==> config.mk <==
export PLATFORM = sky130hd
export DESIGN_NAME = hptc_mult
export DESIGN_NICKNAME = d
export VERILOG_FILES = /design/src/hdl/hptc_pkg.sv /design/src/hdl/hptc_mult.sv
export SDC_FILE = /design/constraint.sdc
export NUM_CORES = 2
export LEC_CHECK = 0
export ABC_AREA = 1
export BUFFER_PORTS_ARGS = -buffer_cell sky130_fd_sc_hd__buf_2
export CAP_MARGIN = 20
export CORE_UTILIZATION = 60
export DETAILED_ROUTE_END_ITERATION = 12
export GPL_TIMING_DRIVEN = 0
export PLACE_DENSITY = 0.89
export SYNTH_ARGS = -nofsm -noshare
export SYNTH_HDL_FRONTEND = slang
export SYNTH_SLANG_ARGS = --single-unit
==> constraint.sdc <==
create_clock -name i_clk -period 10.4 [get_ports i_clk]
set_input_delay 3.12 -clock i_clk [delete_from_list [all_inputs] [get_ports i_clk]]
set_output_delay 3.12 -clock i_clk [all_outputs]
set_load 0.02 [all_outputs]
==> src/hdl/hptc_pkg.sv <==
// ----------------------------------------------------------------------------
// hptc_pkg
// Shared widths, codes, reset values and stage records of the heading PID
// turn controller.
// ----------------------------------------------------------------------------
package hptc_pkg;

    localparam int ANGLE_W = 13;
    localparam int GAIN_W  = 28;
    localparam int TIME_W  = 16;
    localparam int STEP_W  = 8;
    localparam int INTEG_W = 32;
    localparam int POWER_W = 12;
    localparam int PHASE_W = 2;
    localparam int CIDX_W  = 3;

    localparam int PROD_P_W = ANGLE_W + GAIN_W;        // err * gain_p
    localparam int PROD_I_W = INTEG_W + GAIN_W;        // integral * gain_i
    localparam int PROD_D_W = ANGLE_W + 1 + GAIN_W;    // deriv * gain_d, signed
    localparam int SUM_W    = PROD_I_W + 2;
    localparam int FRAC_W   = 24;
    localparam int QUOT_W   = SUM_W - FRAC_W;

    localparam logic [ANGLE_W-1:0] ANGLE_FULL = 13'd5760;
    localparam logic [ANGLE_W-1:0] ANGLE_MAX  = 13'd5759;

    localparam logic signed [QUOT_W-1:0]  POWER_POS = QUOT_W'(1600);
    localparam logic signed [QUOT_W-1:0]  POWER_NEG = -QUOT_W'(1600);
    localparam logic signed [SUM_W-1:0]   ROUND_BIAS = SUM_W'(1) << (FRAC_W - 1);

    // input command codes
    localparam logic CMD_START  = 1'b0;
    localparam logic CMD_SAMPLE = 1'b1;

    // turn phase / status codes
    localparam logic [PHASE_W-1:0] PH_IDLE    = 2'd0;
    localparam logic [PHASE_W-1:0] PH_TURNING = 2'd1;
    localparam logic [PHASE_W-1:0] PH_REACHED = 2'd2;
    localparam logic [PHASE_W-1:0] PH_TIMEOUT = 2'd3;

    // register indexes
    localparam logic [CIDX_W-1:0] REG_TARGET  = 3'd0;
    localparam logic [CIDX_W-1:0] REG_GAIN_P  = 3'd1;
    localparam logic [CIDX_W-1:0] REG_GAIN_I  = 3'd2;
    localparam logic [CIDX_W-1:0] REG_GAIN_D  = 3'd3;
    localparam logic [CIDX_W-1:0] REG_TOL     = 3'd4;
    localparam logic [CIDX_W-1:0] REG_TIMEOUT = 3'd5;

    localparam logic [ANGLE_W-1:0] RST_TARGET  = 13'd0;
    localparam logic [GAIN_W-1:0]  RST_GAIN_P  = 28'd6710886;
    localparam logic [GAIN_W-1:0]  RST_GAIN_I  = 28'd168;
    localparam logic [GAIN_W-1:0]  RST_GAIN_D  = 28'd10066330;
    localparam logic [ANGLE_W-1:0] RST_TOL     = 13'd32;
    localparam logic [TIME_W-1:0]  RST_TIMEOUT = 16'd2000;

    typedef struct packed {
        logic [ANGLE_W-1:0] target;
        logic [GAIN_W-1:0]  gain_p;
        logic [GAIN_W-1:0]  gain_i;
        logic [GAIN_W-1:0]  gain_d;
        logic [ANGLE_W-1:0] tolerance;
        logic [TIME_W-1:0]  timeout;
    } t_cfg;

    // error stage -> multiply stage
    typedef struct packed {
        logic [ANGLE_W-1:0]        err;
        logic signed [ANGLE_W:0]   deriv;
        logic [INTEG_W-1:0]        integ;
        logic                      cw;
        logic                      drive;
        logic [PHASE_W-1:0]        status;
    } t_trk;

    // multiply stage -> sum stage
    typedef struct packed {
        logic [PROD_P_W-1:0]        prod_p;
        logic [PROD_I_W-1:0]        prod_i;
        logic signed [PROD_D_W-1:0] prod_d;
        logic                       cw;
        logic                       drive;
        logic [PHASE_W-1:0]         status;
    } t_prd;

endpackage

==> src/hdl/hptc_mult.sv <==
// ----------------------------------------------------------------------------
// hptc_mult
// Gain stage: the three PID products, each in a multiplier of its own.
// ----------------------------------------------------------------------------
module hptc_mult (
    input  logic                i_clk,
    input  logic                i_rst_n,
    input  hptc_pkg::t_cfg      i_cfg,
    input  logic                i_valid,
    output logic                o_ready,
    input  hptc_pkg::t_trk      i_trk,
    output logic                o_valid,
    input  logic                i_ready,
    output hptc_pkg::t_prd      o_prd
);

    logic               r_vld;
    hptc_pkg::t_prd     r_prd, n_prd;
    logic               c_ready;

    assign c_ready = !r_vld || i_ready;
    assign o_ready = c_ready;

    always_comb begin
        n_prd.prod_p = hptc_pkg::PROD_P_W'(i_trk.err) * hptc_pkg::PROD_P_W'(i_cfg.gain_p);
        n_prd.prod_i = hptc_pkg::PROD_I_W'(i_trk.integ) * hptc_pkg::PROD_I_W'(i_cfg.gain_i);
        n_prd.prod_d = hptc_pkg::PROD_D_W'(i_trk.deriv)
                     * $signed({{(hptc_pkg::PROD_D_W-hptc_pkg::GAIN_W){1'b0}}, i_cfg.gain_d});
        n_prd.cw     = i_trk.cw;
        n_prd.drive  = i_trk.drive;
        n_prd.status = i_trk.status;
    end

    always_ff @(posedge i_clk) begin
        if (!i_rst_n) begin
            r_vld <= 1'b0;
        end else if (c_ready) begin
            r_vld <= i_valid;
        end
    end

    always_ff @(posedge i_clk) begin
        if (c_ready) begin
            r_prd <= n_prd;
        end
    end

    assign o_valid = r_vld;
    assign o_prd   = r_prd;

endmodule

== Word level (Yosys, flattened, before mapping) ==
Cells that the tools add are included.
Storage, ports and cells
  flip-flop bits (word level): 148
  memory bits (read-only): 0
  memories: 0
  bits in latches: 0
  input bits: 193
  bits in writable memories: 0
Operators by class
  add/sub/neg operators: 0
  order comparisons: 0
  divide/modulo/power cells: 0
  bitwise logic cells: 0
  equal/unequal tests: 0
  shifts and indexed selects: 0
  reduce and logical (&&, ||, !) cells: 2
  multiplexer cells: 0
  multipliers: 3
Operators by type and width (number)
  32-bit by 28-bit multiplier with 60-bit output: 1
  14-bit by 29-bit multiplier with 42-bit output: 1
  13-bit by 28-bit multiplier with 41-bit output: 1
  1-bit logical NOT: 1
  1-bit logical OR: 1

== Longest topological paths before layout ==
  word-level depth: 2
  mapped depth: 30
  depth with buffers taken out: 28

== Least setup slack after synthesis ==
Ideal clock, no wire load.
  path type: input-to-output
  start: in i_ready
  end: out o_ready
  stages: 2
  slack: 0.898 ns
  required time: 7.280 ns
  path buffers: 0
  arrival: 6.382 ns
  cells stage by stage: inv_1 nand2_1
On the way
  cells in the longest elaborated chain, start to end: 1
RTL lines
  start, declared: line hptc_mult.sv:13  | input logic i_ready,
  1-bit logical OR: line hptc_mult.sv:21  | assign c_ready = !r_vld || i_ready;
  end, declared: line hptc_mult.sv:10  | output logic o_ready,
No other way between the ends.

==> Flow_metrics.wiki <==
{| class="wikitable"
! Metric !! Value
|-
| Result of the run || complete, no violations
|-
| Worst-case headroom to the max-slew limit || 0.1463
|-
| Remaining Overflow, GRT || 0
|-
| Cells taking the most area after synthesis || fa_1 (45%), inv_1 (16%), nand2_1 (15%)
|-
| Via density per instance || 5.491
|-
| Clock-pin slew on the worst setup and hold paths || 70 ps
|-
| Sequential-to-total area share from yosys stat || 0.07234
|-
| Final number of max-transition violations || 0
|-
| Clock tree from TritonCTS || built
|-
| Syn Std Cell Area || around 0.061 mm2
|-
| Tightest Hold Check Type || reg2reg
|-
| Largest family of logic cells by synthesized area || adder cells
|-
| Number of distinct library cells after synthesis || 38
|-
| Weighted congestion reported at the end of routability-driven placement || 1.078
|-
| Detail Placement HPWL || around 170000 um
|-
| Critical Path Start Type || input pin
|-
| Critical path fanouts, max || 10
|-
| Post-Layout Cell Count || 9641
|-
| Post-synthesis cell count || 7999
|-
| Post-route DRC || 0
|-
| Critical path's most frequent cell || fa_1
|-
| Minimum clock period || between 10000 and 15000 ps
|-
| Wirelength per Cell || between 20 and 25 um
|-
| Final number of setup-violating endpoints || 0
|-
| Maximum clock rate || 97.08 MHz
|-
| Number of global-route vias before repair || between 50000 and 60000
|-
| Post-layout nets || a little over 10000
|-
| Die Y-Extent || between 300 and 400 um
|-
| Net Count, Synth || approximately 10000
|-
| Area Overhead vs Synth || 6.007%
|-
| Most used standard cell by instance count after synthesis || inv_1
|-
| Critical Path Slowest Stage Cell || buf_1
|-
| Placeable core region || 0.1007 mm2
|-
| Top Ports || 342
|-
| Clock insertion delay at the later pin of the skew report || 520 ps
|-
| Buffers on Ports || 241
|-
| Root cell of the clock tree || clkbuf_16
|-
| Hold-fix buffers, CTS || 0
|-
| Final cycle utilization of the critical path || 0.9905
|-
| Final clock skew || about 23 ps
|-
| Number of maximum-capacitance violations || 0
|-
| Seq cells post-synth || 148
|-
| Yosys warning count || 0
|-
| Antenna-violating nets left || 0
|-
| Maximum number of pins on one net before global-route repair || 72
|-
| First-pass iteration count of the detailed router || 9
|-
| Routed Wire Length || slightly above 200000 um
|-
| Endpoints failing hold || 0
|-
| Setup repair after global routing missed its margin || no
|-
| Initial cell density of the core || 0.6085
|-
| Number of buffers on the longest clock path || 2
|-
| Element type at the critical path end || flip-flop
|-
| Portion of netlist area occupied by mux cells || 0
|-
| TritonCTS Buffers || 17
|-
| Initial antenna violation count || 13
|-
| Simple logic cell fraction of the synthesized area || 0.1870
|-
| Post-synthesis share of cell area spent on xor and xnor gates || 0.01143
|-
| Worst Path Class, Setup || in2reg
|-
| Async set or reset register ratio after synthesis || 0
|-
| Arr. time, crit path || about 11000 ps
|-
| First-pass GRT wire length || 314200 um
|-
| Number of DRC markers in iteration 0 || 6131
|-
| Biggest cell delay along the critical path || 710 ps
|-
| Mean cell area of the mapped netlist || 7.663 um2
|-
| Library cell with the largest summed area after synthesis || fa_1
|-
| Finished Cell Area || 0.06498 mm2
|-
| Number of stages on the worst hold path || 1
|-
| Routed via count || 52940
|-
| Synth top cells by count || inv_1 (2546), nand2_1 (2450), fa_1 (1374), ha_1 (431), clkbuf_1 (234)
|-
| Least-Margin Pin Slew || 1280 ps
|-
| Length in cells of the worst reg-to-reg path || 2
|-
| Width of the chip || 321.6 um
|-
| Share of post-route cells with drive strength above 1 || 0.04819
|-
| Share of the synthesized area in compound gates (AO/OA/AOI/OAI) || 0.01666
|-
| Fraction of the mapped netlist area in adder cells || 0.5367
|-
| Total die area || between 0.1 and 0.15 mm2
|-
| Area after detailed placement || 0.06428 mm2
|-
| Total GRT Usage || 0.4141
|-
| Total Neg Setup Slack || 0 ps
|-
| Placed insts || 9600
|-
| Share of the synthesized area in the top cell type || 0.4487
|-
| Post-synth EDFFs || 147
|-
| Crit-path cells || clkbuf_1, buf_1, nand2_1, fa_1, fa_1, inv_1, fa_1, inv_1, fa_1, inv_1, fa_1, fa_1, inv_1, fa_1, inv_1, ha_1, nand2_1, nor2_1, nand2_1, nor3_1, a21oi_1, xnor2_1
|-
| Required time at the worst-slack endpoint || ~11000 ps
|-
| Most used flip-flop cell after synthesis || edfxtp_1
|-
| CTS H-Tree Depth || 4
|-
| Cell Rows || 116
|-
| TritonCTS sink count || 148
|}
[per-layer routing]
metal | GRT usage | part of all wire
met5 | 0 | 0.00067
met4 | 0.2221 | 0.067
met3 | 0.1434 | 0.15
met2 | 0.6030 | 0.42
met1 | 0.5444 | 0.36
[area by class of cell]
| class | count | area, um2 |
|---|---|---|
| fillers | 8793 | 35750 |
| well taps | 1357 | 1698 |
| clock buffers | 17 | 425.4 |
| plain buffers | 317 | 1224 |
| inverters | 2555 | 9590 |
| flip-flops and latches | 148 | 4434 |
| clock inverters | 15 | 176.4 |
| repair buffers | 248 | 1329 |
| diodes | 5 | 12.51 |
| multi-input cells | 4979 | 46090 |
[sequential cells by signal, summed over array words and instances (netlist names)]
signal	count
o_prd	147
o_valid	1
[critical path: cells and delay by family]
kind	cells	cell delay, ps
simple gates	5	1070
fa+ha+maj	8	3970
buf+inv	7	1600
compound gates	1	150
xor+xnor	1	570
[kinds of logic after synthesis]
family                   count (synthesis)
AO/OA/AOI/OAI                          184
XOR/XNOR                                80
adder cells (fa/ha/maj)               1805
buffers and inverters                 2872
flip-flops                             148
AND/OR/NAND/NOR                       2910
[cell usage in the layout, fill, tap and decap left out, types with 21 or more instances in the layout]
cell      instances
o21ai_0          30
nand3_1         109
inv_1          2546
ha_1            431
xor2_1           60
a21oi_1         112
nor2_1          210
clkbuf_1        231
nor2_2           26
nand4_1          21
buf_1            64
buf_2           241
nor3_1           21
clkbuf_2         21
nand2_2          21
nand2_1        2449
edfxtp_1        147
fa_1           1374
[path summary, 6_finish.rpt]
check / startpoint / to / slack (ps)
worst min register to register: o_valid / o_prd[1] / 770
worst min-delay path: o_valid / o_prd[1] / 770
worst max register to register: o_valid / o_prd[15] / 9050
worst max-delay path: i_trk[29] / o_prd[81] / 100
[per-stage QoR]
step / setup slack (ps) / hold slack, ps / utilization
after detailed placement: -484.5 / 751.5 / 0.6381
after floorplan: 897.8 / 3219 / -
after CTS: 248.8 / 771.3 / 0.6442
final: 99.07 / 768.6 / 0.6451
after global placement: -1096 / 3296 / 0.6374
after global routing: 11.79 / 784.8 / 0.6450
[repair_timing]
action | 4_1_cts | 5_1_grt
gates cloned | 0 | 0
pin swaps | 0 | 0
endpoints found under the hold margin | 0 | 0
setup endpoints to repair | 2 | 8
gates resized for setup | 2 | 41
setup buffers | 0 | 0
Power is not shown: default switching activity piles up to over one toggle a cycle in this logic, so the estimate is an artifact.
