$ cat src/hdl/hptc_pkg.sv
// ----------------------------------------------------------------------------
// hptc_pkg
// Shared widths, codes, reset values and stage records of the heading PID
// turn controller.
// ----------------------------------------------------------------------------
package hptc_pkg;

    localparam int ANGLE_W = 13;
    localparam int GAIN_W  = 28;
    localparam int TIME_W  = 16;
    localparam int STEP_W  = 8;
    localparam int INTEG_W = 32;
    localparam int POWER_W = 12;
    localparam int PHASE_W = 2;
    localparam int CIDX_W  = 3;

    localparam int PROD_P_W = ANGLE_W + GAIN_W;        // err * gain_p
    localparam int PROD_I_W = INTEG_W + GAIN_W;        // integral * gain_i
    localparam int PROD_D_W = ANGLE_W + 1 + GAIN_W;    // deriv * gain_d, signed
    localparam int SUM_W    = PROD_I_W + 2;
    localparam int FRAC_W   = 24;
    localparam int QUOT_W   = SUM_W - FRAC_W;

    localparam logic [ANGLE_W-1:0] ANGLE_FULL = 13'd5760;
    localparam logic [ANGLE_W-1:0] ANGLE_MAX  = 13'd5759;

    localparam logic signed [QUOT_W-1:0]  POWER_POS = QUOT_W'(1600);
    localparam logic signed [QUOT_W-1:0]  POWER_NEG = -QUOT_W'(1600);
    localparam logic signed [SUM_W-1:0]   ROUND_BIAS = SUM_W'(1) << (FRAC_W - 1);

    // input command codes
    localparam logic CMD_START  = 1'b0;
    localparam logic CMD_SAMPLE = 1'b1;

    // turn phase / status codes
    localparam logic [PHASE_W-1:0] PH_IDLE    = 2'd0;
    localparam logic [PHASE_W-1:0] PH_TURNING = 2'd1;
    localparam logic [PHASE_W-1:0] PH_REACHED = 2'd2;
    localparam logic [PHASE_W-1:0] PH_TIMEOUT = 2'd3;

    // register indexes
    localparam logic [CIDX_W-1:0] REG_TARGET  = 3'd0;
    localparam logic [CIDX_W-1:0] REG_GAIN_P  = 3'd1;
    localparam logic [CIDX_W-1:0] REG_GAIN_I  = 3'd2;
    localparam logic [CIDX_W-1:0] REG_GAIN_D  = 3'd3;
    localparam logic [CIDX_W-1:0] REG_TOL     = 3'd4;
    localparam logic [CIDX_W-1:0] REG_TIMEOUT = 3'd5;

    localparam logic [ANGLE_W-1:0] RST_TARGET  = 13'd0;
    localparam logic [GAIN_W-1:0]  RST_GAIN_P  = 28'd6710886;
    localparam logic [GAIN_W-1:0]  RST_GAIN_I  = 28'd168;
    localparam logic [GAIN_W-1:0]  RST_GAIN_D  = 28'd10066330;
    localparam logic [ANGLE_W-1:0] RST_TOL     = 13'd32;
    localparam logic [TIME_W-1:0]  RST_TIMEOUT = 16'd2000;

    typedef struct packed {
        logic [ANGLE_W-1:0] target;
        logic [GAIN_W-1:0]  gain_p;
        logic [GAIN_W-1:0]  gain_i;
        logic [GAIN_W-1:0]  gain_d;
        logic [ANGLE_W-1:0] tolerance;
        logic [TIME_W-1:0]  timeout;
    } t_cfg;

    // error stage -> multiply stage
    typedef struct packed {
        logic [ANGLE_W-1:0]        err;
        logic signed [ANGLE_W:0]   deriv;
        logic [INTEG_W-1:0]        integ;
        logic                      cw;
        logic                      drive;
        logic [PHASE_W-1:0]        status;
    } t_trk;

    // multiply stage -> sum stage
    typedef struct packed {
        logic [PROD_P_W-1:0]        prod_p;
        logic [PROD_I_W-1:0]        prod_i;
        logic signed [PROD_D_W-1:0] prod_d;
        logic                       cw;
        logic                       drive;
        logic [PHASE_W-1:0]         status;
    } t_prd;

endpackage

$ cat src/hdl/hptc_cfg.sv
// ----------------------------------------------------------------------------
// hptc_cfg
// Configuration register file: target, PID gains, tolerance and timeout.
// ----------------------------------------------------------------------------
module hptc_cfg (
    input  logic                            i_clk,
    input  logic                            i_rst_n,
    input  logic                            i_wr,
    input  logic [hptc_pkg::CIDX_W-1:0]     i_index,
    input  logic [hptc_pkg::GAIN_W-1:0]     i_data,
    output hptc_pkg::t_cfg                  o_cfg
);

    hptc_pkg::t_cfg r_cfg;

    always_ff @(posedge i_clk) begin
        if (!i_rst_n) begin
            r_cfg.target    <= hptc_pkg::RST_TARGET;
            r_cfg.gain_p    <= hptc_pkg::RST_GAIN_P;
            r_cfg.gain_i    <= hptc_pkg::RST_GAIN_I;
            r_cfg.gain_d    <= hptc_pkg::RST_GAIN_D;
            r_cfg.tolerance <= hptc_pkg::RST_TOL;
            r_cfg.timeout   <= hptc_pkg::RST_TIMEOUT;
        end else if (i_wr) begin
            case (i_index)
                hptc_pkg::REG_TARGET:  r_cfg.target    <= i_data[hptc_pkg::ANGLE_W-1:0];
                hptc_pkg::REG_GAIN_P:  r_cfg.gain_p    <= i_data;
                hptc_pkg::REG_GAIN_I:  r_cfg.gain_i    <= i_data;
                hptc_pkg::REG_GAIN_D:  r_cfg.gain_d    <= i_data;
                hptc_pkg::REG_TOL:     r_cfg.tolerance <= i_data[hptc_pkg::ANGLE_W-1:0];
                hptc_pkg::REG_TIMEOUT: r_cfg.timeout   <= i_data[hptc_pkg::TIME_W-1:0];
                default: ;
            endcase
        end
    end

    assign o_cfg = r_cfg;

endmodule

$ cat config.mk
export PLATFORM = sky130hd
export DESIGN_NAME = hptc_cfg
export DESIGN_NICKNAME = d
export VERILOG_FILES = /design/src/hdl/hptc_pkg.sv /design/src/hdl/hptc_cfg.sv
export SDC_FILE = /design/constraint.sdc
export NUM_CORES = 1
export LEC_CHECK = 0
export BUFFER_PORTS_ARGS = -buffer_cell sky130_fd_sc_hd__buf_4
export CAP_MARGIN = 15
export CORE_AREA = 8 8 111 113
export CTS_BUF_LIST = sky130_fd_sc_hd__clkbuf_2
export CTS_CLUSTER_SIZE = 25
export DETAILED_ROUTE_END_ITERATION = 6
export DIE_AREA = 0 0 119 121
export PLACE_DENSITY = 0.78
export SKIP_LAST_GASP = 1
export SLEW_MARGIN = 20
export SYNTH_ARGS = -nofsm -noshare
export SYNTH_HDL_FRONTEND = slang
export SYNTH_SLANG_ARGS = --single-unit
$ cat constraint.sdc
create_clock -name i_clk -period 1.1 [get_ports i_clk]
set_input_delay 0.055 -clock i_clk [delete_from_list [all_inputs] [get_ports i_clk]]
set_output_delay 0.055 -clock i_clk [all_outputs]
set_load 0.02 [all_outputs]
# ---- Word level (Yosys, flattened, before mapping)
# Cells that the tools add are included.
dict set report word_totals {
  elab_cells 18
  output_inout_bits 126
  register_bits 126
}
dict set report op_classes {
  n_reduce_logical 7
  eq_ne 5
}
# cell n
set ops {}
lappend ops {{2-bit AND reduction} 6}
lappend ops {{3-bit by 2-bit == test with 1-bit output (second input constant)} 2}
lappend ops {{3-bit == test (second input constant)} 2}
lappend ops {{3-bit by 1-bit == test with 1-bit output (second input constant)} 1}
lappend ops {{3-bit logical NOT} 1}

# ---- Depth between registers and ports, before layout
dict set report logic_depth {
  depth_word 2
  mapped_depth 4
  depth_no_buf 2
}

# ---- Worst setup path before layout
# Ideal clock, no wire load.
dict set report synth_timing {
  path_kind {input to register}
  startpoint {in i_index[1] (netlist bit)}
  endpoint {reg r_cfg, in the netlist o_cfg[124]}
  path_stages 4
  setup_slack_ns 0.011
  required_ns 0.979
  setup_time_ns 0.121
  arrival_ns 0.968
  path_cell_list {or4b_1 buf_6 buf_12 mux2i_1}
}
dict set report synth_between {
  elab_chain_cells 2
}
# element line_no
set synth_lines {}
lappend synth_lines {{start, declared} hptc_cfg.sv:9} ;# input logic [hptc_pkg::CIDX_W-1:0] i_index,
lappend synth_lines {{3-bit logical NOT} hptc_cfg.sv:25} ;# case (i_index)
lappend synth_lines {{2-bit AND reduction (no line)} -}
lappend synth_lines {{end, declared} hptc_cfg.sv:14} ;# hptc_pkg::t_cfg r_cfg;
# Every way passes these cells.
# A chain may end at the register's enable or synchronous reset.

# ---- Worst setup path after layout
dict set report layout_timing {
  startpoint {reg r_cfg, in the netlist o_cfg[75]}
  endpoint {out o_cfg[75] (netlist bit)}
}
# element line_no
set layout_rtl {}
lappend layout_rtl {{end, declared} hptc_cfg.sv:11} ;# output hptc_pkg::t_cfg o_cfg
# No word-level cell between the ends.

==> impl_metrics.tcl <==
set metrics [dict create \
    worstPathRequired_ps 1040 \
    synthFlopType "dfxtp_1" \
    critPathTopFamily "flip-flops" \
    drv_slew 0 \
    setup_viol 127 \
    synth_commonest_cells "dfxtp_1, mux2i_1, nand2_1, nor2b_1, clkbuf_1" \
    ys_ff_latch 126 \
    area_growth_pct 65.2 \
    final_net_count 758 \
    sw_frac_of_total_pct 27.0 \
    die_x_um 119 \
    grt_max_degree 57 \
    reg2reg_slack_ps 110 \
    setup.worst_path.start_class "register" \
    fillers 703 \
    largest_reg_flops 126 \
    hold_class "in2reg" \
    worst_hold_slack_ps -245 \
    setup_ws_ps -141 \
    via_per_inst 4.90 \
    yosysSeqAreaShare_pct 52.1 \
    pwr-share-comb_pct 13.0 \
    grt_remaining_overflow 0 \
    wirelength_um 16000 \
    cts_tree "done" \
    drive_gt1_share_pct 50.6 \
    track_usage_pct 21.9 \
    syn-num-nets 504 \
    fin_util_pct 75.5 \
    p_leak_nw 3.61 \
    netlist_area_um2 4840 \
    grt_setup_unrepaired "true" \
    critPathKind "reg2out" \
    drc 0 \
    cp_cell_sequence "buf_6" \
    period_share_pct 113 \
    first_iter_violations 244 \
    cp-end-kind "primary output" \
    root_buffer "clkbuf_2" \
    avgRoutedWirePerCell_um 18.3 \
    ir_drop_uv 729 \
    synth_edf_count 0 \
    synth.top_cell.area_share_pct 52.1 \
    antenna_found_initial 0 \
    ioPinCount 160 \
    synth.avg_cell_area_um2 10.3 \
    die_area_um2 14400 \
    cts.hold.buffers_added 55 \
    hold_viol 63 \
    r2r_start "o_cfg[10]$_SDFFE_PN1P_" \
    ys_async_sr_fraction_pct 0 \
    intPower_mw 6.57 \
    synth_cell_types 16 \
    cts_inserted_buffers 17 \
    clock.fmax_mhz 806 \
    vias 4294 \
    cpMaxStageDelayCell "dfxtp_2" \
    grt_pass1_vias 4741 \
    max_slew_margin_pct 68.4 \
    rows 38 \
    htreeDepth 4 \
    fin_skew_ps 0 \
    cpPeakStageDelay_ps 400 \
    cp_num_buf_inv 1 \
    clk_pin_slew_ps 220 \
    insertion_delay_ps 640 \
    worst_pin_slew_ps 473 \
    die_h_um 121 \
    diodes 0 \
    yosysTopAreaCell "dfxtp_1" \
    maxCapViolations 0 \
    stdcell_area_um2 8010 \
    coreArea_um2 10600 \
    power.density_nw_per_um2 1130 \
    dr.pass1.iters 4 \
    worst-endpoint-arrival_ps 1190 \
    min-delay-start "i_rst_n" \
    synth_cells 470 \
    grt_pass1_wl_um 25200 \
    hpwl_um 9960 \
    synth_area_leaders "dfxtp_1, mux2i_1, nand2_1" \
    hold_path_depth 3 \
    place_congestion 0.752 \
    worstRegToRegCells 4 \
    cts_sinks 126 \
    power_frac_seq_pct 52.9 \
    status "finished with violations" \
    worst-path-max-fanout 2 \
    p_sw_mw 2.44 \
    cts_buffer_depth 2 \
    layout_min_cycle_time_ps 1240 \
    initial_core_util_pct 45.7 \
    dpl_cell_area_um2 6320 \
    yosys_warnings 0 \
    p_clk_share_pct 34.0 \
    timing.rr.end "o_cfg[10]$_SDFFE_PN1P_" \
    violations "negative hold slack, negative setup slack" \
    port_buffers 159 \
    ant_nets 0 \
    whs_endpoint "o_cfg[116]$_SDFFE_PN0P_" \
    finalPower_mw 9.01 \
]
worst max-delay path by stage:
| stage | start | end | slack, ps | cells past startpoint |
|---|---|---|---|---|
| 3_3_place_gp | i_index[1] | o_cfg[124]$_SDFFE_PN0P_ | -70 | 4 |
| 4_1_cts | o_cfg[51]$_SDFFE_PN0P_ | o_cfg[51] | -210 | 1 |
| 2_1_floorplan | i_index[1] | o_cfg[124]$_SDFFE_PN0P_ | 10 | 4 |
| 6_report | o_cfg[75]$_SDFFE_PN0P_ | o_cfg[75] | -140 | 1 |
| 5_1_grt | o_cfg[75]$_SDFFE_PN0P_ | o_cfg[75] | -250 | 1 |
| 3_5_place_dp | i_index[1] | o_cfg[115]$_SDFFE_PN0P_ | -90 | 4 |
cell families after synthesis:
| family | after synthesis | share of synthesized area, % |
|---|---|---|
| flip-flops | 126 | 52.1 |
| AND/OR/NAND/NOR | 184 | 18.2 |
| buffers and inverters | 34 | 3.69 |
| multiplexers | 126 | 26.0 |
power groups by stage:
stage	Combinational, mW	Clock, mW	Sequential (mW)
after floorplan	0.355	0	4.94
after global placement	0.880	0	4.82
after detailed placement	0.900	0	4.83
after CTS	1.14	3.10	4.77
after global routing	1.25	3.35	4.78
final	1.17	3.07	4.77
per-layer routing:
metal | vias to the layer above | part of all wire, % | GRT usage (%)
met4 | 0 | 2.1 | 8.54
met2 | 150 | 52 | 39.0
met5 | - | 0 | 0
li1 | 2060 | - | -
met3 | 28 | 7.5 | 8.33
met1 | 2056 | 39 | 23.0
worst reg2reg max path: cells and delay by family (launching register included):
kind	cells	cell delay, ps
DFF	1	370
and+or+nand+nor	1	130
muxes	1	140
buffers and inverters	2	250
area by class of cell:
type	instances	area, um2	share of cell area [%]
clock buffer	17	85.1	1.06
clock inverter	15	169	2.11
multi-input combinational	310	2140	26.8
sequential	126	2680	33.5
tap	140	175	2.19
timing repair buffer	269	2750	34.4
cell usage in the layout, fill, tap and decap left out:
cell,netlist,routed
nand4b_1,2,2
or4b_1,1,1
clkinv_1,0,3
nand4bb_1,1,1
nand2_1,120,120
buf_6,1,126
and4b_2,1,1
bufinv_16,0,3
clkbuf_2,0,17
mux2i_1,126,126
and4bb_2,1,2
nor2b_1,57,57
dlygate4sd3_1,0,54
buf_4,4,79
clkinvlp_4,0,3
inv_6,0,3
clkinv_2,0,2
buf_12,1,10
clkinv_4,0,1
dfxtp_2,0,126
stage by stage:
step | setup WS (ps) | hold WS (ps) | setup TNS (ps) | cells
floorplan | 10.7 | 217 | 0 | 470
global placement | -67.6 | 317 | -1360 | 757
detailed placement | -87.1 | 335 | -3090 | 757
CTS | -207 | -295 | -21510 | 861
global route | -250 | -284 | -24330 | 877
finish | -141 | -245 | -12970 | 877
what timing repair did:
action,CTS,global route
resized for setup,252,0
pin swaps,0,0
setup buffers,17,17
endpoints found under the setup margin,126,146
hold endpoints to repair,126,69
Power figures use the tool's default switching activity.
