$ cat src/hdl/hptc_pkg.sv
// ----------------------------------------------------------------------------
// hptc_pkg
// Shared widths, codes, reset values and stage records of the heading PID
// turn controller.
// ----------------------------------------------------------------------------
package hptc_pkg;

    localparam int ANGLE_W = 13;
    localparam int GAIN_W  = 28;
    localparam int TIME_W  = 16;
    localparam int STEP_W  = 8;
    localparam int INTEG_W = 32;
    localparam int POWER_W = 12;
    localparam int PHASE_W = 2;
    localparam int CIDX_W  = 3;

    localparam int PROD_P_W = ANGLE_W + GAIN_W;        // err * gain_p
    localparam int PROD_I_W = INTEG_W + GAIN_W;        // integral * gain_i
    localparam int PROD_D_W = ANGLE_W + 1 + GAIN_W;    // deriv * gain_d, signed
    localparam int SUM_W    = PROD_I_W + 2;
    localparam int FRAC_W   = 24;
    localparam int QUOT_W   = SUM_W - FRAC_W;

    localparam logic [ANGLE_W-1:0] ANGLE_FULL = 13'd5760;
    localparam logic [ANGLE_W-1:0] ANGLE_MAX  = 13'd5759;

    localparam logic signed [QUOT_W-1:0]  POWER_POS = QUOT_W'(1600);
    localparam logic signed [QUOT_W-1:0]  POWER_NEG = -QUOT_W'(1600);
    localparam logic signed [SUM_W-1:0]   ROUND_BIAS = SUM_W'(1) << (FRAC_W - 1);

    // input command codes
    localparam logic CMD_START  = 1'b0;
    localparam logic CMD_SAMPLE = 1'b1;

    // turn phase / status codes
    localparam logic [PHASE_W-1:0] PH_IDLE    = 2'd0;
    localparam logic [PHASE_W-1:0] PH_TURNING = 2'd1;
    localparam logic [PHASE_W-1:0] PH_REACHED = 2'd2;
    localparam logic [PHASE_W-1:0] PH_TIMEOUT = 2'd3;

    // register indexes
    localparam logic [CIDX_W-1:0] REG_TARGET  = 3'd0;
    localparam logic [CIDX_W-1:0] REG_GAIN_P  = 3'd1;
    localparam logic [CIDX_W-1:0] REG_GAIN_I  = 3'd2;
    localparam logic [CIDX_W-1:0] REG_GAIN_D  = 3'd3;
    localparam logic [CIDX_W-1:0] REG_TOL     = 3'd4;
    localparam logic [CIDX_W-1:0] REG_TIMEOUT = 3'd5;

    localparam logic [ANGLE_W-1:0] RST_TARGET  = 13'd0;
    localparam logic [GAIN_W-1:0]  RST_GAIN_P  = 28'd6710886;
    localparam logic [GAIN_W-1:0]  RST_GAIN_I  = 28'd168;
    localparam logic [GAIN_W-1:0]  RST_GAIN_D  = 28'd10066330;
    localparam logic [ANGLE_W-1:0] RST_TOL     = 13'd32;
    localparam logic [TIME_W-1:0]  RST_TIMEOUT = 16'd2000;

    typedef struct packed {
        logic [ANGLE_W-1:0] target;
        logic [GAIN_W-1:0]  gain_p;
        logic [GAIN_W-1:0]  gain_i;
        logic [GAIN_W-1:0]  gain_d;
        logic [ANGLE_W-1:0] tolerance;
        logic [TIME_W-1:0]  timeout;
    } t_cfg;

    // error stage -> multiply stage
    typedef struct packed {
        logic [ANGLE_W-1:0]        err;
        logic signed [ANGLE_W:0]   deriv;
        logic [INTEG_W-1:0]        integ;
        logic                      cw;
        logic                      drive;
        logic [PHASE_W-1:0]        status;
    } t_trk;

    // multiply stage -> sum stage
    typedef struct packed {
        logic [PROD_P_W-1:0]        prod_p;
        logic [PROD_I_W-1:0]        prod_i;
        logic signed [PROD_D_W-1:0] prod_d;
        logic                       cw;
        logic                       drive;
        logic [PHASE_W-1:0]         status;
    } t_prd;

endpackage

$ cat src/hdl/hptc_sat.sv
// ----------------------------------------------------------------------------
// hptc_sat
// Sum stage and output register: adds the PID terms with the rounding bias,
// scales out of Q24, saturates and steers the power to the two sides.
// ----------------------------------------------------------------------------
module hptc_sat (
    input  logic                                i_clk,
    input  logic                                i_rst_n,
    input  logic                                i_valid,
    output logic                                o_ready,
    input  hptc_pkg::t_prd                      i_prd,
    output logic                                o_valid,
    input  logic                                i_ready,
    output logic signed [hptc_pkg::POWER_W-1:0] o_left,
    output logic signed [hptc_pkg::POWER_W-1:0] o_right,
    output logic [hptc_pkg::PHASE_W-1:0]        o_status
);

    logic                                   r_d_vld;
    logic signed [hptc_pkg::SUM_W-1:0]      r_d_sum, n_d_sum;
    logic                                   r_d_cw, r_d_drive;
    logic [hptc_pkg::PHASE_W-1:0]           r_d_status;

    logic                                   r_e_vld;
    logic signed [hptc_pkg::POWER_W-1:0]    r_left, r_right, n_left, n_right;
    logic [hptc_pkg::PHASE_W-1:0]           r_status;

    logic                                   d_ready, e_ready;
    logic signed [hptc_pkg::QUOT_W-1:0]     quot;
    logic signed [hptc_pkg::POWER_W-1:0]    pwr;

    assign e_ready = !r_e_vld || i_ready;
    assign d_ready = !r_d_vld || e_ready;
    assign o_ready = d_ready;

    assign n_d_sum = $signed(hptc_pkg::SUM_W'(i_prd.prod_p))
                   + $signed(hptc_pkg::SUM_W'(i_prd.prod_i))
                   + hptc_pkg::SUM_W'(i_prd.prod_d)
                   + hptc_pkg::ROUND_BIAS;

    always_comb begin
        // floor of biased sum: round to nearest, ties up
        quot = r_d_sum[hptc_pkg::SUM_W-1:hptc_pkg::FRAC_W];
        if (quot > hptc_pkg::POWER_POS) begin
            pwr = hptc_pkg::POWER_W'(hptc_pkg::POWER_POS);
        end else if (quot < hptc_pkg::POWER_NEG) begin
            pwr = hptc_pkg::POWER_W'(hptc_pkg::POWER_NEG);
        end else begin
            pwr = quot[hptc_pkg::POWER_W-1:0];
        end
        if (!r_d_drive) begin
            n_left  = '0;
            n_right = '0;
        end else if (r_d_cw) begin
            n_left  = pwr;
            n_right = -pwr;
        end else begin
            n_left  = -pwr;
            n_right = pwr;
        end
    end

    always_ff @(posedge i_clk) begin
        if (!i_rst_n) begin
            r_d_vld <= 1'b0;
            r_e_vld <= 1'b0;
        end else begin
            if (d_ready) begin
                r_d_vld <= i_valid;
            end
            if (e_ready) begin
                r_e_vld <= r_d_vld;
            end
        end
    end

    always_ff @(posedge i_clk) begin
        if (d_ready) begin
            r_d_sum    <= n_d_sum;
            r_d_cw     <= i_prd.cw;
            r_d_drive  <= i_prd.drive;
            r_d_status <= i_prd.status;
        end
        if (e_ready) begin
            r_left   <= n_left;
            r_right  <= n_right;
            r_status <= r_d_status;
        end
    end

    assign o_valid  = r_e_vld;
    assign o_left   = r_left;
    assign o_right  = r_right;
    assign o_status = r_status;

endmodule

$ cat config.mk
export PLATFORM = sky130hd
export DESIGN_NAME = hptc_sat
export DESIGN_NICKNAME = d
export VERILOG_FILES = /design/src/hdl/hptc_pkg.sv /design/src/hdl/hptc_sat.sv
export SDC_FILE = /design/constraint.sdc
export NUM_CORES = 1
export LEC_CHECK = 0
export BUFFER_PORTS_ARGS = -buffer_cell sky130_fd_sc_hd__buf_2
export CORE_MARGIN = 2
export CORE_UTILIZATION = 35
export CTS_CLUSTER_SIZE = 24
export DETAILED_ROUTE_END_ITERATION = 8
export PLACE_DENSITY_LB_ADDON = 0.08
export SYNTH_ARGS = -nofsm -noshare
export SYNTH_HDL_FRONTEND = slang
export SYNTH_SLANG_ARGS = --single-unit
$ cat constraint.sdc
create_clock -name i_clk -period 13.2 [get_ports i_clk]
set_clock_uncertainty 0.15 [all_clocks]
set_input_delay 2.64 -clock i_clk [delete_from_list [all_inputs] [get_ports i_clk]]
set_output_delay 2.64 -clock i_clk [all_outputs]
set_load 0.03 [all_outputs]
After elaboration in Yosys (flattened, before gate mapping)
Index checks and enable logic that the tools add are counted.
{"block": "word_totals", "reg_bits": 94, "out_inout_bits": 28, "in_bits": 151, "elab_cells": 23}
{"block": "op_classes", "muxes": 4, "order_cmp": 2, "n_reduce_logical": 4, "add_sub_neg": 4}
{"cell": "62-bit by 25-bit adder with 62-bit output, second input constant", "count": 1}
{"cell": "62-bit by 42-bit adder with 62-bit output", "count": 1}
{"cell": "41-bit by 60-bit adder with 61-bit output", "count": 1}
{"cell": "12-bit two-way mux", "count": 4}
{"cell": "38-bit by 12-bit greater-than comparator with 1-bit output, second input constant", "count": 1}
{"cell": "38-bit by 12-bit less-than comparator with 1-bit output, second input constant", "count": 1}
{"cell": "12-bit negation", "count": 1}
{"cell": "1-bit logical NOT", "count": 2}
{"cell": "1-bit logical OR", "count": 2}

Longest topological paths before layout
{"block": "logic_depth", "depth_word": 5, "depth_mapped": 27, "mapped_depth_nobuf": 25}

Least setup slack after synthesis
OpenSTA, ideal clock, no wires.
{"block": "synth_path", "kind": "input -> register", "from": "input i_prd[46] (netlist name)", "to": "register r_d_sum[61] (netlist name), data pin", "slack_ps": 5172, "n_path_buf": 1, "t_required_ps": 12781, "arrival_time_ps": 7609, "setup_time_ps": 269, "path_stages": 26, "cell_sequence": "ha_1 > fa_1 > a21oi_1 > o21ai_0 > a31oi_1 > o21ai_0 > a41o_1 > a2111oi_0 > a21oi_1 > a21oi_1 > nand2b_1 > xnor2_1 > ha_1 > ha_1 > clkbuf_1 > a21o_1 > a21oi_1 > nor2b_1 > o21ai_0 > a31oi_1 > a21bo_2 > a21o_1 > or3_1 > a21oi_1 > o31ai_1 > xor2_1"}
{"block": "synth_between", "elab_chain_len": 3}
{"item": "from (decl)", "line_no": "hptc_sat.sv:11", "text": "input hptc_pkg::t_prd i_prd,"}
{"item": "41-bit by 60-bit adder with 61-bit output", "line_no": "hptc_sat.sv:37", "text": "+ $signed(hptc_pkg::SUM_W'(i_prd.prod_i))"}
{"item": "62-bit by 42-bit adder with 62-bit output", "line_no": "hptc_sat.sv:38", "text": "+ hptc_pkg::SUM_W'(i_prd.prod_d)"}
{"item": "62-bit by 25-bit adder with 62-bit output", "line_no": "hptc_sat.sv:39", "text": "+ hptc_pkg::ROUND_BIAS;"}
{"item": "net n_d_sum, one bit", "line_no": "hptc_sat.sv:20", "text": "logic signed [hptc_pkg::SUM_W-1:0] r_d_sum, n_d_sum;"}
{"item": "to (signal assigned)", "line_no": "hptc_sat.sv:79", "text": "r_d_sum <= n_d_sum;"}
{"item": "to (decl)", "line_no": "hptc_sat.sv:20"}
The timed path passes the listed nets, and every way through them passes these cells.
A chain may end at the register's enable or synchronous reset.

Worst setup path after layout
Same ends and word-level chain as after synthesis.

==> out/qor.csv <==
metric,value,unit
multiInputGateArea,6350,um^2
hp-class,reg2reg,
report.final.slew_viol_count,0,
first_pass_iters,4,
vias,7562,
die_h,161,um
fmax,110,MHz
worst_pin_slew,0.914,ns
seq_area_frac_synth,0.239,
die_w,161,um
yosysWarnings,0,
htree_levels,3,
cts-resized-gates,0,
worstSetupPathType,in2reg,
p_per_area,116,nW/um^2
regToRegEndpoint,o_left[8],
ios,179,
grt_pass1_vias,7125,
cts_setup_buffers,0,
diodes,0,
ys.flop_type,edfxtp_1,
min_to,o_status[1],
drc,0,
drive_gt1_frac,0.178,
status,completed,
grtUsageTotal,0.156,
syn_nets,1300,
async_flop_share,0,
dp_cells,1468,
yosysMostFrequentCell,ha_1,
synth.area.top_cells,"ha_1 (23%), edfxtp_1 (23%), xnor2_1 (6.3%)",
place_congestion,0.838,
fin_crit,9.09,ns
grt_max_degree,44,
final.fill_count,2532,
stdcell_count,1484,
hold_violations,0,
cp-start-kind,input port,
core-area,24200,um^2
holdPathStages,0,
yosysTopAreaCell,ha_1,
clockBufferDepth,2,
netlist_instances,987,
hpwl,17200,um
cts_tree,built,
area_growth,17.3,%
crit_fanout,8,
clk_pin_slew_worst_paths,0.05,ns
grt_pass1_wl,34100,um
drtAntennaViolNets,0,
netlist_area,8600,um^2
rsz0062_at_grt,no,
synth_seq_cells,69,
fin_nets,1468,
grt_remaining_overflow,0,
tns,0,ns
insertion_delay,0.33,ns
drt_wl_total,20400,um
ir_worst_vdd,66.4,uV
holdBufCountCts,0,
cpMaxStageDelayCell,a2111oi_0,
cp-end-kind,flip-flop,
start_util,0.355,
synth_edf_count,67,
fin_crit_sh,0.689,
regArea,2050,um^2
relSlewSlack,0.390,
viasPerCell,5.10,
reg2reg_from,r_d_sum[24],
crit_top_cell,a21oi_1,
drt-initial-drc-count,281,
maxCapViolCount,0,
reg2reg_slack,9.23,ns
cp.arrival,9.01,ns
netlist.area_leader.share,0.234,
critPathMaxStageDelay,0.67,ns
numPortBuffers,178,
ys_types,61,
setup_viol,0,
rows,57,
cts_buffers,9,
clkSinkCount,69,
antenna_found_initial,0,
reg2reg_depth,12,
cts-root-buf,clkbuf_16,
hp-start,r_d_status[1],
p_leak,4.86,nW
worstPathRequired,13.11,ns
post_drt_wl_per_cell,13.7,um
post_synth.cell_area_avg,8.71,um^2
die_area,25800,um^2
synthTopCellsByCount,"ha_1 (161), a21oi_1 (92), nand2_1 (81)",
-- area by class of cell --
| class | instances | area share |
|---|---|---|
| Clock inverter | 6 | 0.00397 |
| Timing Repair Buffer | 179 | 0.0890 |
| Multi-Input combinational cell | 866 | 0.630 |
| Clock buffer | 10 | 0.0227 |
| Inverter | 30 | 0.0112 |
| Tap cell | 324 | 0.0402 |
| Sequential cell | 69 | 0.203 |
-- cell usage in the layout, fill, tap and decap left out, types with 4 or more instances in the layout --
cell type	instances
xnor2_1	62
buf_2	178
nor4_1	8
xor2_1	39
a31oi_1	15
o21ai_0	49
nand4_1	21
a311oi_1	5
nand3_1	35
clkbuf_16	9
and3_1	23
edfxtp_1	67
inv_1	30
nor2b_1	12
a21oi_1	92
nor3_1	16
a21o_1	60
o21a_1	12
ha_1	161
nor2_1	67
a211oi_1	8
and2_1	10
o21bai_1	13
or2_2	4
or3_1	9
o31ai_1	4
nand2_1	80
nand2b_1	12
-- logic make-up (layout without fill, tap and decap cells) --
group,after synthesis,count (layout),share of synthesized area
and+or+nand+nor,308,308,0.178
adders and majority gates,162,162,0.237
muxes,1,1,0.00131
AOI/OAI and AO/OA,294,294,0.219
DFF,69,69,0.239
xor gates and xnor gates,101,101,0.103
buffers and inverters,52,225,0.0231
-- critical path, delay by kind of cell --
family                     cells  cell delay, ns
xor gates and xnor gates       2            0.26
AOI/OAI and AO/OA             16            4.17
and+or+nand+nor                3            0.57
adders and majority gates      4            1.27
buffers and inverters          1            0.10
-- sequential cells by signal (all words and copies together), names as in the netlist, 2 cells and up --
signal,flops
o_left,12
r_d_status,2
o_status,2
o_right,11
r_d_sum,38
-- power by group --
group / switching (mW) / internal (mW)
Clock: 0.0849 / 0.126
Combinational: 0.331 / 0.255
Sequential: 0.0477 / 0.321
Total: 0.464 / 0.703
-- how the worst max path moves through the flow --
stage                   start  slack [ns]     endpoint  depth (start not counted)
floorplan           i_prd[46]        5.17  r_d_sum[61]                         26
global placement    i_prd[46]        3.96  r_d_sum[61]                         26
detailed placement  i_prd[46]        3.82  r_d_sum[61]                         26
CTS                 i_prd[46]        4.14  r_d_sum[61]                         26
global route        i_prd[46]        3.56  r_d_sum[61]                         26
finish              i_prd[46]        4.11  r_d_sum[61]                         26
-- routing by layer --
layer / up-vias / part of all wire / global-route usage
li1: 4038 / - / -
met1: 3374 / 0.53 / 0.236
met2: 142 / 0.43 / 0.247
met3: 8 / 0.033 / 0.0186
met4: 0 / 0.0046 / 0.0183
met5: - / 0 / 0
-- stage by stage --
stage | setup WS [ns] | hold slack, ns | util | power [mW] | instance area [um^2]
after floorplan | 5.17 | 0.250 | - | 0.805 | 8600
after global placement | 3.96 | 0.257 | 0.405 | 0.964 | 9820
after detailed placement | 3.82 | 0.257 | 0.405 | 0.961 | 9820
after CTS | 4.14 | 0.281 | 0.416 | 1.18 | 10100
after global routing | 3.56 | 0.293 | 0.416 | 1.28 | 10100
final | 4.11 | 0.280 | 0.416 | 1.17 | 10100
(Power assumes the default switching activity.)
